[src/hdl/albc_pkg.sv]
// types, constants and character helpers of the ascii led button console
`timescale 1ns / 1ps

package albc_pkg;

  localparam int unsigned NUM_BTNS    = 2;
  localparam int unsigned NUM_LEDS    = 4;
  localparam int unsigned QUEUE_DEPTH = 4;
  localparam int unsigned QPTR_W      = 2;
  localparam int unsigned QCNT_W      = 3;
  localparam int unsigned CAP_LEN     = 7;
  localparam int unsigned MSG_CNT_W   = 6;

  localparam logic [MSG_CNT_W-1:0] STATUS_LEN = 6'd33;
  localparam logic [MSG_CNT_W-1:0] BTN_LEN    = 6'd8;

  localparam logic FUNC_BYTE = 1'b0;
  localparam logic FUNC_TICK = 1'b1;

  localparam logic [7:0] CH_TAB   = 8'h09;
  localparam logic [7:0] CH_LF    = 8'h0a;
  localparam logic [7:0] CH_CR    = 8'h0d;
  localparam logic [7:0] CH_SPACE = 8'h20;
  localparam logic [7:0] CH_COMMA = 8'h2c;
  localparam logic [7:0] CH_0     = 8'h30;
  localparam logic [7:0] CH_1     = 8'h31;
  localparam logic [7:0] CH_2     = 8'h32;
  localparam logic [7:0] CH_3     = 8'h33;
  localparam logic [7:0] CH_4     = 8'h34;
  localparam logic [7:0] CH_COLON = 8'h3a;
  localparam logic [7:0] CH_A     = 8'h41;
  localparam logic [7:0] CH_B     = 8'h42;
  localparam logic [7:0] CH_D     = 8'h44;
  localparam logic [7:0] CH_E     = 8'h45;
  localparam logic [7:0] CH_L     = 8'h4c;
  localparam logic [7:0] CH_N     = 8'h4e;
  localparam logic [7:0] CH_O     = 8'h4f;
  localparam logic [7:0] CH_S     = 8'h53;
  localparam logic [7:0] CH_T     = 8'h54;
  localparam logic [7:0] CH_U     = 8'h55;

  typedef struct packed {
    logic       func;
    logic [7:0] rx_byte;
    logic [1:0] button_pins;
  } in_t;

  typedef struct packed {
    logic [7:0] tx_byte;
    logic       last;
    logic [3:0] led_bits;
  } out_t;

  typedef enum logic {
    CMD_STATUS,
    CMD_BTN
  } cmd_kind_e;

  // one message for the back end to spell out
  typedef struct packed {
    cmd_kind_e  kind;
    logic       last;
    logic       btn_idx;
    logic       btn_val;
    logic [3:0] led;
    logic [1:0] pressed;
  } cmd_t;

  typedef enum logic [2:0] {
    F_IDLE,
    F_SCAN,
    F_EVAL,
    F_STAT,
    F_BTN
  } front_state_e;

  function automatic logic is_space(input logic [7:0] c);
    return (c == CH_SPACE) || ((c >= CH_TAB) && (c <= CH_CR));
  endfunction

  // "S:L1:a,L2:b,L3:c,L4:d,B1:e,B2:f" CR LF
  function automatic logic [7:0] status_char(input logic [MSG_CNT_W-1:0] idx,
                                             input logic [3:0] led,
                                             input logic [1:0] pr);
    logic [7:0] c;
    unique case (idx) inside
      6'd0:                                    c = CH_S;
      6'd1, 6'd4, 6'd9, 6'd14, 6'd19, 6'd24, 6'd29: c = CH_COLON;
      6'd2, 6'd7, 6'd12, 6'd17:                c = CH_L;
      6'd6, 6'd11, 6'd16, 6'd21, 6'd26:        c = CH_COMMA;
      6'd22, 6'd27:                            c = CH_B;
      6'd3, 6'd23:                             c = CH_1;
      6'd8, 6'd28:                             c = CH_2;
      6'd13:                                   c = CH_3;
      6'd18:                                   c = CH_4;
      6'd5:                                    c = CH_0 + 8'(led[0]);
      6'd10:                                   c = CH_0 + 8'(led[1]);
      6'd15:                                   c = CH_0 + 8'(led[2]);
      6'd20:                                   c = CH_0 + 8'(led[3]);
      6'd25:                                   c = CH_0 + 8'(pr[0]);
      6'd30:                                   c = CH_0 + 8'(pr[1]);
      6'd31:                                   c = CH_CR;
      6'd32:                                   c = CH_LF;
      default:                                 c = CH_LF;
    endcase
    return c;
  endfunction

  // "BTNn:v" CR LF
  function automatic logic [7:0] btn_char(input logic [2:0] idx,
                                          input logic b,
                                          input logic v);
    logic [7:0] c;
    unique case (idx)
      3'd0:    c = CH_B;
      3'd1:    c = CH_T;
      3'd2:    c = CH_N;
      3'd3:    c = CH_1 + 8'(b);
      3'd4:    c = CH_COLON;
      3'd5:    c = CH_0 + 8'(v);
      3'd6:    c = CH_CR;
      default: c = CH_LF;
    endcase
    return c;
  endfunction

endpackage

[src/hdl/ascii_led_button_console_top.sv]
// top level of the ascii led button console
//
//   channel   direction  handshake                  payload
//   in        input      in_valid_i / in_ready_o    in_data_i   (func, rx_byte, button_pins)
//   out       output     out_valid_o / out_ready_i  out_data_o  (tx_byte, last, led_bits)
//   cfg       input      cfg_valid_i / cfg_ready_o  cfg_data_i  (debounce limit in ticks)
//
// byte, carriage return or quiet tick: taken in F_IDLE; a tick with reports goes to F_BTN, one push per report
// newline ending a kept line: scan a byte per cycle in F_SCAN, then decode in F_EVAL,
//   then F_STAT when a status line is issued
// replies: a byte per cycle unless out_ready_i stalls, 33 per status line, 8 per button report
// stalls: input waits outside F_IDLE, message issue waits while the queue is full, output waits on out_ready_i
// reset: asynchronous, active low; the line store has no reset, only read below length
`timescale 1ns / 1ps

module ascii_led_button_console_top import albc_pkg::*; #(
  parameter int unsigned LINE_MAX = 32
) (
  input  logic        clk_i,
  input  logic        rst_ni,
  input  logic        in_valid_i,
  output logic        in_ready_o,
  input  in_t         in_data_i,
  output logic        out_valid_o,
  input  logic        out_ready_i,
  output out_t        out_data_o,
  input  logic        cfg_valid_i,
  output logic        cfg_ready_o,
  input  logic [15:0] cfg_data_i
);

  // front to queue
  logic push_valid, push_ready;
  cmd_t push_cmd;

  // queue to back
  logic pop_valid, pop_ready;
  cmd_t pop_cmd;

  // the debounce register takes a write in any cycle
  assign cfg_ready_o = 1'b1;

  // line collection, command decode, debounce
  albc_front #(
    .LINE_MAX (LINE_MAX)
  ) u_front (
    .clk_i        (clk_i),
    .rst_ni       (rst_ni),
    .in_valid_i   (in_valid_i),
    .in_ready_o   (in_ready_o),
    .in_data_i    (in_data_i),
    .cfg_valid_i  (cfg_valid_i),
    .cfg_data_i   (cfg_data_i),
    .push_valid_o (push_valid),
    .push_ready_i (push_ready),
    .push_cmd_o   (push_cmd)
  );

  // decouples message issue from byte output
  albc_queue u_queue (
    .clk_i        (clk_i),
    .rst_ni       (rst_ni),
    .push_valid_i (push_valid),
    .push_ready_o (push_ready),
    .push_cmd_i   (push_cmd),
    .pop_valid_o  (pop_valid),
    .pop_ready_i  (pop_ready),
    .pop_cmd_o    (pop_cmd)
  );

  // message to byte stream, registered output
  albc_back u_back (
    .clk_i       (clk_i),
    .rst_ni      (rst_ni),
    .pop_valid_i (pop_valid),
    .pop_ready_o (pop_ready),
    .pop_cmd_i   (pop_cmd),
    .out_valid_o (out_valid_o),
    .out_ready_i (out_ready_i),
    .out_data_o  (out_data_o)
  );

endmodule

[src/hdl/albc_front.sv]
// front end: line buffer, line parser, button debounce and message issue
`timescale 1ns / 1ps

module albc_front import albc_pkg::*; #(
  parameter int unsigned LINE_MAX = 32
) (
  input  logic        clk_i,
  input  logic        rst_ni,
  input  logic        in_valid_i,
  output logic        in_ready_o,
  input  in_t         in_data_i,
  input  logic        cfg_valid_i,
  input  logic [15:0] cfg_data_i,
  output logic        push_valid_o,
  input  logic        push_ready_i,
  output cmd_t        push_cmd_o
);

  localparam int unsigned AW = $clog2(LINE_MAX);
  localparam int unsigned LW = $clog2(LINE_MAX + 1);

  front_state_e state_q, state_d;

  logic [7:0]    mem [LINE_MAX];
  logic [LW-1:0] len_q, scan_len_q, addr_q;
  logic          ovf_q;
  logic          rd_vld_q;
  logic [AW-1:0] rd_idx_q;
  logic [7:0]    rd_data_q;
  logic          found_q;
  logic [AW-1:0] beg_q, end_q;
  logic [7:0]    cap_q [CAP_LEN];
  logic [2:0]    cap_cnt_q;
  logic [3:0]    led_q;
  logic [1:0]    deb_q, prev_q, chg_q, val_q;
  logic [15:0]   st_q [NUM_BTNS];
  logic [15:0]   dbc_q;

  logic          in_acc, is_byte, is_lf, is_cr, wr_en;
  logic          sp, scan_last;
  logic [LW-1:0] n_len;
  logic          led_cmd, led_on, stat_cmd;
  logic [1:0]    led_idx;
  logic [1:0]    rd_now, acc_now;
  logic [15:0]   st_nx [NUM_BTNS];

  assign in_ready_o = (state_q == F_IDLE);
  assign in_acc     = in_valid_i && in_ready_o;
  assign is_byte    = (in_data_i.func == FUNC_BYTE);
  assign is_lf      = (in_data_i.rx_byte == CH_LF);
  assign is_cr      = (in_data_i.rx_byte == CH_CR);
  assign wr_en      = in_acc && is_byte && !is_lf && !is_cr && (len_q < LW'(LINE_MAX));

  assign sp        = is_space(rd_data_q);
  assign scan_last = (LW'(rd_idx_q) == (scan_len_q - LW'(1)));

  // trimmed line length and command match
  assign n_len    = LW'(end_q) - LW'(beg_q) + LW'(1);
  assign led_cmd  = found_q && (n_len >= LW'(7)) && (cap_q[0] == CH_L) && (cap_q[1] == CH_E)
                    && (cap_q[2] == CH_D) && (cap_q[3] >= CH_1) && (cap_q[3] <= CH_4);
  assign led_idx  = cap_q[3][1:0] - 2'd1;
  assign led_on   = (n_len == LW'(7)) && (cap_q[5] == CH_O) && (cap_q[6] == CH_N);
  assign stat_cmd = found_q && (n_len == LW'(6)) && (cap_q[0] == CH_S) && (cap_q[1] == CH_T)
                    && (cap_q[2] == CH_A) && (cap_q[3] == CH_T) && (cap_q[4] == CH_U)
                    && (cap_q[5] == CH_S);

  // debounce of both buttons on a tick
  always_comb begin
    for (int i = 0; i < NUM_BTNS; i++) begin
      rd_now[i] = ~in_data_i.button_pins[i];
      if (rd_now[i] != prev_q[i]) begin
        st_nx[i] = '0;
      end else if (st_q[i] != 16'hffff) begin
        st_nx[i] = st_q[i] + 16'd1;
      end else begin
        st_nx[i] = st_q[i];
      end
      acc_now[i] = (st_nx[i] > dbc_q) && (rd_now[i] != deb_q[i]);
    end
  end

  always_ff @(posedge clk_i or negedge rst_ni) begin
    if (!rst_ni) begin
      state_q <= F_IDLE;
    end else begin
      state_q <= state_d;
    end
  end

  always_comb begin
    state_d      = state_q;
    push_valid_o = 1'b0;
    push_cmd_o   = '{kind: CMD_STATUS, last: 1'b1, btn_idx: 1'b0, btn_val: 1'b0,
                     led: led_q, pressed: deb_q};
    unique case (state_q)
      F_IDLE: begin
        if (in_acc) begin
          if (is_byte) begin
            if (is_lf && !ovf_q && (len_q != '0)) begin
              state_d = F_SCAN;
            end
          end else if (acc_now != 2'b00) begin
            state_d = F_BTN;
          end
        end
      end
      F_SCAN: begin
        if (rd_vld_q && scan_last) begin
          state_d = F_EVAL;
        end
      end
      F_EVAL: begin
        state_d = (led_cmd || stat_cmd) ? F_STAT : F_IDLE;
      end
      F_STAT: begin
        push_valid_o = 1'b1;
        if (push_ready_i) begin
          state_d = F_IDLE;
        end
      end
      F_BTN: begin
        push_valid_o       = 1'b1;
        push_cmd_o.kind    = CMD_BTN;
        push_cmd_o.btn_idx = !chg_q[0];
        push_cmd_o.btn_val = chg_q[0] ? val_q[0] : val_q[1];
        push_cmd_o.last    = chg_q[0] ? !chg_q[1] : 1'b1;
        if (push_ready_i && push_cmd_o.last) begin
          state_d = F_IDLE;
        end
      end
      default: state_d = F_IDLE;
    endcase
  end

  always_ff @(posedge clk_i or negedge rst_ni) begin
    if (!rst_ni) begin
      dbc_q      <= 16'd50;
      len_q      <= '0;
      ovf_q      <= 1'b0;
      scan_len_q <= '0;
      addr_q     <= '0;
      rd_vld_q   <= 1'b0;
      found_q    <= 1'b0;
      cap_cnt_q  <= '0;
      led_q      <= '0;
      deb_q      <= '0;
      prev_q     <= '0;
      chg_q      <= '0;
      for (int i = 0; i < NUM_BTNS; i++) begin
        st_q[i] <= '0;
      end
    end else begin
      if (cfg_valid_i) begin
        dbc_q <= cfg_data_i;
      end
      case (state_q)
        F_IDLE: begin
          if (in_acc) begin
            if (is_byte) begin
              if (is_lf) begin
                len_q      <= '0;
                ovf_q      <= 1'b0;
                scan_len_q <= len_q;
                addr_q     <= '0;
                rd_vld_q   <= 1'b0;
                found_q    <= 1'b0;
                cap_cnt_q  <= '0;
              end else if (!is_cr) begin
                if (len_q < LW'(LINE_MAX)) begin
                  len_q <= len_q + LW'(1);
                end else begin
                  ovf_q <= 1'b1;
                end
              end
            end else begin
              for (int i = 0; i < NUM_BTNS; i++) begin
                st_q[i] <= st_nx[i];
              end
              prev_q <= rd_now;
              deb_q  <= (deb_q & ~acc_now) | (rd_now & acc_now);
              chg_q  <= acc_now;
            end
          end
        end
        F_SCAN: begin
          if (addr_q < scan_len_q) begin
            addr_q   <= addr_q + LW'(1);
            rd_vld_q <= 1'b1;
          end else begin
            rd_vld_q <= 1'b0;
          end
          if (rd_vld_q) begin
            if (!sp) begin
              found_q <= 1'b1;
            end
            if ((found_q || !sp) && (cap_cnt_q < 3'(CAP_LEN))) begin
              cap_cnt_q <= cap_cnt_q + 3'd1;
            end
          end
        end
        F_EVAL: begin
          if (led_cmd) begin
            led_q[led_idx] <= led_on;
          end
        end
        F_BTN: begin
          if (push_ready_i) begin
            if (chg_q[0]) begin
              chg_q[0] <= 1'b0;
            end else begin
              chg_q[1] <= 1'b0;
            end
          end
        end
        default: ;
      endcase
    end
  end

  // line store and scan datapath
  always_ff @(posedge clk_i) begin
    if (wr_en) begin
      mem[len_q[AW-1:0]] <= in_data_i.rx_byte;
    end
    rd_data_q <= mem[addr_q[AW-1:0]];
    rd_idx_q  <= addr_q[AW-1:0];
    if ((state_q == F_SCAN) && rd_vld_q) begin
      if (!sp) begin
        if (!found_q) begin
          beg_q <= rd_idx_q;
        end
        end_q <= rd_idx_q;
      end
      if ((found_q || !sp) && (cap_cnt_q < 3'(CAP_LEN))) begin
        cap_q[cap_cnt_q] <= rd_data_q;
      end
    end
    if (in_acc && !is_byte) begin
      val_q <= rd_now;
    end
  end

endmodule

[src/hdl/albc_queue.sv]
// short message queue between front and back ends
`timescale 1ns / 1ps

module albc_queue import albc_pkg::*; (
  input  logic clk_i,
  input  logic rst_ni,
  input  logic push_valid_i,
  output logic push_ready_o,
  input  cmd_t push_cmd_i,
  output logic pop_valid_o,
  input  logic pop_ready_i,
  output cmd_t pop_cmd_o
);

  cmd_t              ent_q [QUEUE_DEPTH];
  logic [QPTR_W-1:0] wptr_q, rptr_q;
  logic [QCNT_W-1:0] cnt_q;
  logic              do_push, do_pop;

  assign push_ready_o = (cnt_q != QCNT_W'(QUEUE_DEPTH));
  assign pop_valid_o  = (cnt_q != '0);
  assign pop_cmd_o    = ent_q[rptr_q];
  assign do_push      = push_valid_i && push_ready_o;
  assign do_pop       = pop_valid_o && pop_ready_i;

  always_ff @(posedge clk_i or negedge rst_ni) begin
    if (!rst_ni) begin
      wptr_q <= '0;
      rptr_q <= '0;
      cnt_q  <= '0;
    end else begin
      if (do_push) begin
        wptr_q <= wptr_q + QPTR_W'(1);
      end
      if (do_pop) begin
        rptr_q <= rptr_q + QPTR_W'(1);
      end
      if (do_push && !do_pop) begin
        cnt_q <= cnt_q + QCNT_W'(1);
      end else if (do_pop && !do_push) begin
        cnt_q <= cnt_q - QCNT_W'(1);
      end
    end
  end

  always_ff @(posedge clk_i) begin
    if (do_push) begin
      ent_q[wptr_q] <= push_cmd_i;
    end
  end

endmodule

[src/hdl/albc_back.sv]
// back end: spells out one message a byte per cycle into the output register, holding while out_ready_i is low
`timescale 1ns / 1ps

module albc_back import albc_pkg::*; (
  input  logic clk_i,
  input  logic rst_ni,
  input  logic pop_valid_i,
  output logic pop_ready_o,
  input  cmd_t pop_cmd_i,
  output logic out_valid_o,
  input  logic out_ready_i,
  output out_t out_data_o
);

  logic                 act_q;
  cmd_t                 cmd_q;
  logic [MSG_CNT_W-1:0] cnt_q;
  logic                 out_vld_q;
  out_t                 out_q;

  logic [MSG_CNT_W-1:0] msg_len;
  logic                 end_byte, load;
  logic [7:0]           ch;

  assign msg_len     = (cmd_q.kind == CMD_STATUS) ? STATUS_LEN : BTN_LEN;
  assign end_byte    = (cnt_q == (msg_len - MSG_CNT_W'(1)));
  assign load        = act_q && (!out_vld_q || out_ready_i);
  assign pop_ready_o = !act_q;
  assign ch          = (cmd_q.kind == CMD_STATUS)
                       ? status_char(cnt_q, cmd_q.led, cmd_q.pressed)
                       : btn_char(cnt_q[2:0], cmd_q.btn_idx, cmd_q.btn_val);
  assign out_valid_o = out_vld_q;
  assign out_data_o  = out_q;

  always_ff @(posedge clk_i or negedge rst_ni) begin
    if (!rst_ni) begin
      act_q     <= 1'b0;
      cnt_q     <= '0;
      out_vld_q <= 1'b0;
    end else begin
      if (!act_q && pop_valid_i) begin
        act_q <= 1'b1;
        cnt_q <= '0;
      end else if (load) begin
        cnt_q <= cnt_q + MSG_CNT_W'(1);
        if (end_byte) begin
          act_q <= 1'b0;
        end
      end
      if (load) begin
        out_vld_q <= 1'b1;
      end else if (out_ready_i) begin
        out_vld_q <= 1'b0;
      end
    end
  end

  always_ff @(posedge clk_i) begin
    if (!act_q && pop_valid_i) begin
      cmd_q <= pop_cmd_i;
    end
    if (load) begin
      out_q.tx_byte  <= ch;
      out_q.last     <= cmd_q.last && end_byte;
      out_q.led_bits <= cmd_q.led;
    end
  end

endmodule

[config.mk]
export PLATFORM = sky130hd
export DESIGN_NAME = ascii_led_button_console_top
export DESIGN_NICKNAME = d
export VERILOG_FILES = /design/src/hdl/albc_pkg.sv /design/src/hdl/ascii_led_button_console_top.sv /design/src/hdl/albc_front.sv /design/src/hdl/albc_queue.sv /design/src/hdl/albc_back.sv
export SDC_FILE = /design/constraint.sdc
export NUM_CORES = 1
export LEC_CHECK = 0
export BUFFER_PORTS_ARGS = -buffer_cell sky130_fd_sc_hd__buf_2
export CELL_PAD_IN_SITES_DETAIL_PLACEMENT = 1
export CELL_PAD_IN_SITES_GLOBAL_PLACEMENT = 2
export CORE_MARGIN = 2
export CORE_UTILIZATION = 42
export DETAILED_ROUTE_END_ITERATION = 10
export PLACE_DENSITY = 0.77
export REMOVE_ABC_BUFFERS = 1
export SYNTH_ARGS = -nofsm -noshare
export SYNTH_HDL_FRONTEND = slang
export SYNTH_SLANG_ARGS = --single-unit
[constraint.sdc]
create_clock -name clk_i -period 3.7 [get_ports clk_i]
set_input_delay 0.555 -clock clk_i [delete_from_list [all_inputs] [get_ports clk_i]]
set_output_delay 0.555 -clock clk_i [all_outputs]
set_load 0.02 [all_outputs]
==> results by group <==
Timing
  • Slew @ Worst Pin: 1.284 ns
  • Clock skew: 0.01431 ns
  • Fmax: around 0.28 GHz
  • # setup viols final: 0
  • Final period util: 0.9516
  • Slew Viols, Final: 0
  • Minimum clock period: 3.521 ns
  • Final WS setup: around 0.18 ns
  • Slew margin rel.: 0.1375
  • Fin. Hold Viols: 0

Logic synthesis
  • Mapped Avg Cell Area: 14.50 sq um
  • Area leader, netlist: edfxtp_1
  • Yosys warnings: 0
  • Synth Flop Type: edfxtp_1
  • Count leader, synth: edfxtp_1
  • Yosys reg bits: around 500
  • Post-Syn Area: approximately 22000 sq um
  • Synth top cells by count: edfxtp_1 (386), nor2_1 (123), nand2_1 (110)
  • Post-synthesis sequential area ratio: 0.6534
  • Share of the synthesized area in the top cell type: 0.5275
  • Syn Inst Count: roughly 1500
  • Netlist cell types: between 70 and 80
  • Post-synth EDFFs: 386
  • Synth area leaders: edfxtp_1 (53%), dfrtp_1 (11%), mux4_2 (9.2%)
  • Async set-reset flop share out of synthesis: 0.2004

Clock network
  • H-tree levels: 2
  • Longest Clk Path Bufs: 3
  • CTS Sinks: approximately 500
  • Clock root cell: clkbuf_16
  • Reg clk slew, reported paths: 0.06 ns
  • CTS tree: built
  • CTS Buf Count: 52
  • Clk_lat worst skew: 0.60 ns

Global route
  • Total GRT Usage: 0.1930
  • GRT Residual Overflow: 0
  • Global-route wire length before repair: approximately 80 mm
  • Initial antenna violation count: 1
  • Vias in the first global route: approximately 14000
  • Largest net degree at the start of global routing: 60

Placed design
  • Worst slack, placed: -0.01503 ns
  • Port bufs: 45
  • DP HPWL: approximately 34 mm
  • Placed inst area: 23300 sq um
  • RePlAce Congestion: between 0.7 and 0.8

Power and ir drop
  • Peak supply drop: ~0.45 mV
  • Seq pwr share: 0.440
  • Combinational share of power: 0.254
  • Pint: ~12000 uW
  • Clk network pwr share: 0.306
  • Sw Share: 0.3105
  • Power per cell area: about 680 nW/um^2
  • Leakage: about 0.0090 uW
  • Switch Pwr: 5356 uW

Flow run
  • Maxcap violations: 0

Worst setup path
  • CP bufs+invs: 1
  • Req. time, crit path: about 4.2 ns
  • R2R Setup Slk: between 0.15 and 0.2 ns
  • Worst-path maximum fanout: 7
  • CP arrival: about 4.0 ns
  • CP Capture Type: flop
  • Cell family with most CP delay: simple AND/OR/NAND/NOR gates
  • Slowest cell on the critical path: a2111o_1
  • Delay of the slowest critical-path stage: 0.41 ns
  • CP Launch Type: flop
  • R2R cell count: 15
  • Path type of the worst setup path: reg2reg
  • CP cell instances: and4_4 > and3_2 > nand4_1 > nor2b_2 > buf_4 > nand3_1 > xor2_1 > nor2_1 > ha_1 > nand4_1 > a2111o_1 > a311oi_2 > nor3_2 > nor2b_1 > mux2_1
  • Critical Path Most Common Cell: nand4_1
  • Critical path depth: 15

Floorplan
  • Die area: 54170 sq um
  • Num rows: 83
  • Initial Util: 0.4266
  • Core box area: 51510 sq um
  • Number of I/O pins: 48
  • Chip width: about 230 um
  • Die Height: between 200 and 250 um

Min path
  • Hold Path Cell Cnt: 3
  • Worst Hold Class: in2reg

Layout
  • Final nets: ~1700
  • Synth-to-layout area growth: 14.60%
  • Fillers: roughly 5100
  • Share of layout cells above drive strength 1: 0.1976
  • Cell area after layout: approximately 25000 sq um
  • Antenna cell count: 0

Routing
  • Vias per std cell: approximately 5.5
  • First drt pass iteration count: 5
  • DRC: 0
  • DRT Wirelength: a little over 50 mm
  • Drt wl/cell: approximately 22 um
  • Routed Antenna Nets: 0
  • Initial DRC count: slightly below 700
  • DR vias: roughly 13000

Outcome
  • Status: finished clean
## layout make-up
class | instances | area [sq um] | share of cell area
Timing Repair Buffer | 116 | 813.3 | 0.03229
Clock buffer | 73 | 1525 | 0.06057
Multi-Input combinational cell | 892 | 7211 | 0.2863
Sequential cell | 499 | 14360 | 0.5703
Clock inverter | 23 | 206.4 | 0.008198
Inverter | 57 | 214.0 | 0.008496
Tap cell | 680 | 850.8 | 0.03379
## registers in the layout, summed over array words and instances (netlist names), 8 cells and up, named ones only
name / count
u_front.cap_q: 56
u_back.out_data_o: 12
u_front.dbc_q: 16
u_back.cmd_q: 10
u_front.rd_data_q: 8
u_front.st_q: 32
u_front.mem: 256
u_queue.ent_q: 40
## per-layer routing
metal | track usage | routed length, um
met5 | 0 | 7
met4 | 0.05613 | 1216
met3 | 0.02880 | 1846
met2 | 0.3308 | 25630
met1 | 0.2553 | 22260
## cell families (layout without fill, tap and decap cells)
| logic type | after synthesis | count (layout) | share of synthesized area |
|---|---|---|---|
| flip-flops | 499 | 499 | 0.6534 |
| XOR/XNOR | 52 | 52 | 0.02073 |
| multiplexers | 113 | 113 | 0.1036 |
| adder cells (fa/ha/maj) | 67 | 67 | 0.03883 |
| buffers and inverters | 125 | 269 | 0.02363 |
| other | 2 | 2 | 0.0003418 |
| AO/OA/AOI/OAI | 235 | 235 | 0.06474 |
| AND/OR/NAND/NOR | 423 | 423 | 0.09474 |
## layout by cell type, fill, tap and decap left out, types with 11 or more instances in the layout
| cell | netlist | final |
|---|---|---|
| clkbuf_16 | 0 | 56 |
| o21ai_1 | 13 | 13 |
| edfxtp_1 | 386 | 386 |
| clkbuf_1 | 44 | 11 |
| nand4_1 | 17 | 17 |
| buf_4 | 2 | 67 |
| xor2_1 | 24 | 24 |
| mux2_2 | 12 | 12 |
| xnor2_1 | 28 | 26 |
| buf_2 | 10 | 44 |
| o31ai_1 | 17 | 17 |
| dfrtp_1 | 97 | 95 |
| nor3b_1 | 13 | 13 |
| o21ai_0 | 74 | 74 |
| mux4_2 | 90 | 90 |
| ha_1 | 65 | 65 |
| dfxtp_1 | 13 | 13 |
| nor2_1 | 123 | 119 |
| a31oi_1 | 16 | 16 |
| nor3_1 | 30 | 26 |
| nand3_1 | 39 | 38 |
| nand2_1 | 110 | 110 |
| a21oi_1 | 61 | 61 |
| inv_1 | 56 | 56 |
## through the flow
stage / utilization / TNS (ns) / power [uW] / std cells / hold slack [ns]
finish: 0.4889 / 0 / 17250 / 2340 / 0.1661
global route: 0.4889 / -0.01820 / 18170 / 2340 / 0.1631
CTS: 0.4862 / 0 / 17480 / 2334 / 0.1262
detailed placement: 0.4523 / -0.01503 / 12130 / 2237 / 0.4474
global placement: 0.4523 / 0 / 11970 / 2237 / 0.4376
floorplan: - / -5.255 / 10500 / 1448 / 0.2594
## power groups by stage
| stage | clock network [uW] | registers [uW] | logic [uW] |
|---|---|---|---|
| after floorplan | 0 | 7690 | 2820 |
| after global placement | 0 | 7680 | 4290 |
| after detailed placement | 0 | 7730 | 4400 |
| after CTS | 5420 | 7610 | 4450 |
| after global routing | 5600 | 7720 | 4850 |
| final | 5270 | 7590 | 4380 |
## tightest hold or removal path, delay by kind of cell
kind | cells | cell delay (ns)
buffers and inverters | 1 | 0.07
AOI/OAI and AO/OA | 1 | 0.06
and+or+nand+nor | 1 | 0.04
## repair_timing
action                                  in CTS  in global routing
gates resized for setup                      1                 23
setup buffers                                0                  6
hold buffers                                 1                  0
endpoints found under the setup margin       1                  3
pin swaps                                    0                  9
endpoints found under the hold margin       41                  0
## final timing paths
| check | end | from |
|---|---|---|
| min in group asynchronous | u_front.st_q[18] | rst_ni |
| worst max-delay path | u_front.state_q[0] | u_front.st_q[21] |
| max in group asynchronous | u_front.dbc_q[5] | rst_ni |
| worst min-delay path | u_front.dbc_q[8] | cfg_data_i[8] |
| worst min register to register | u_back.out_data_o[3] | u_back.cmd_q[5] |
| worst max register to register | u_front.state_q[0] | u_front.st_q[21] |
Note: power is estimated with default switching activity, not from simulation.
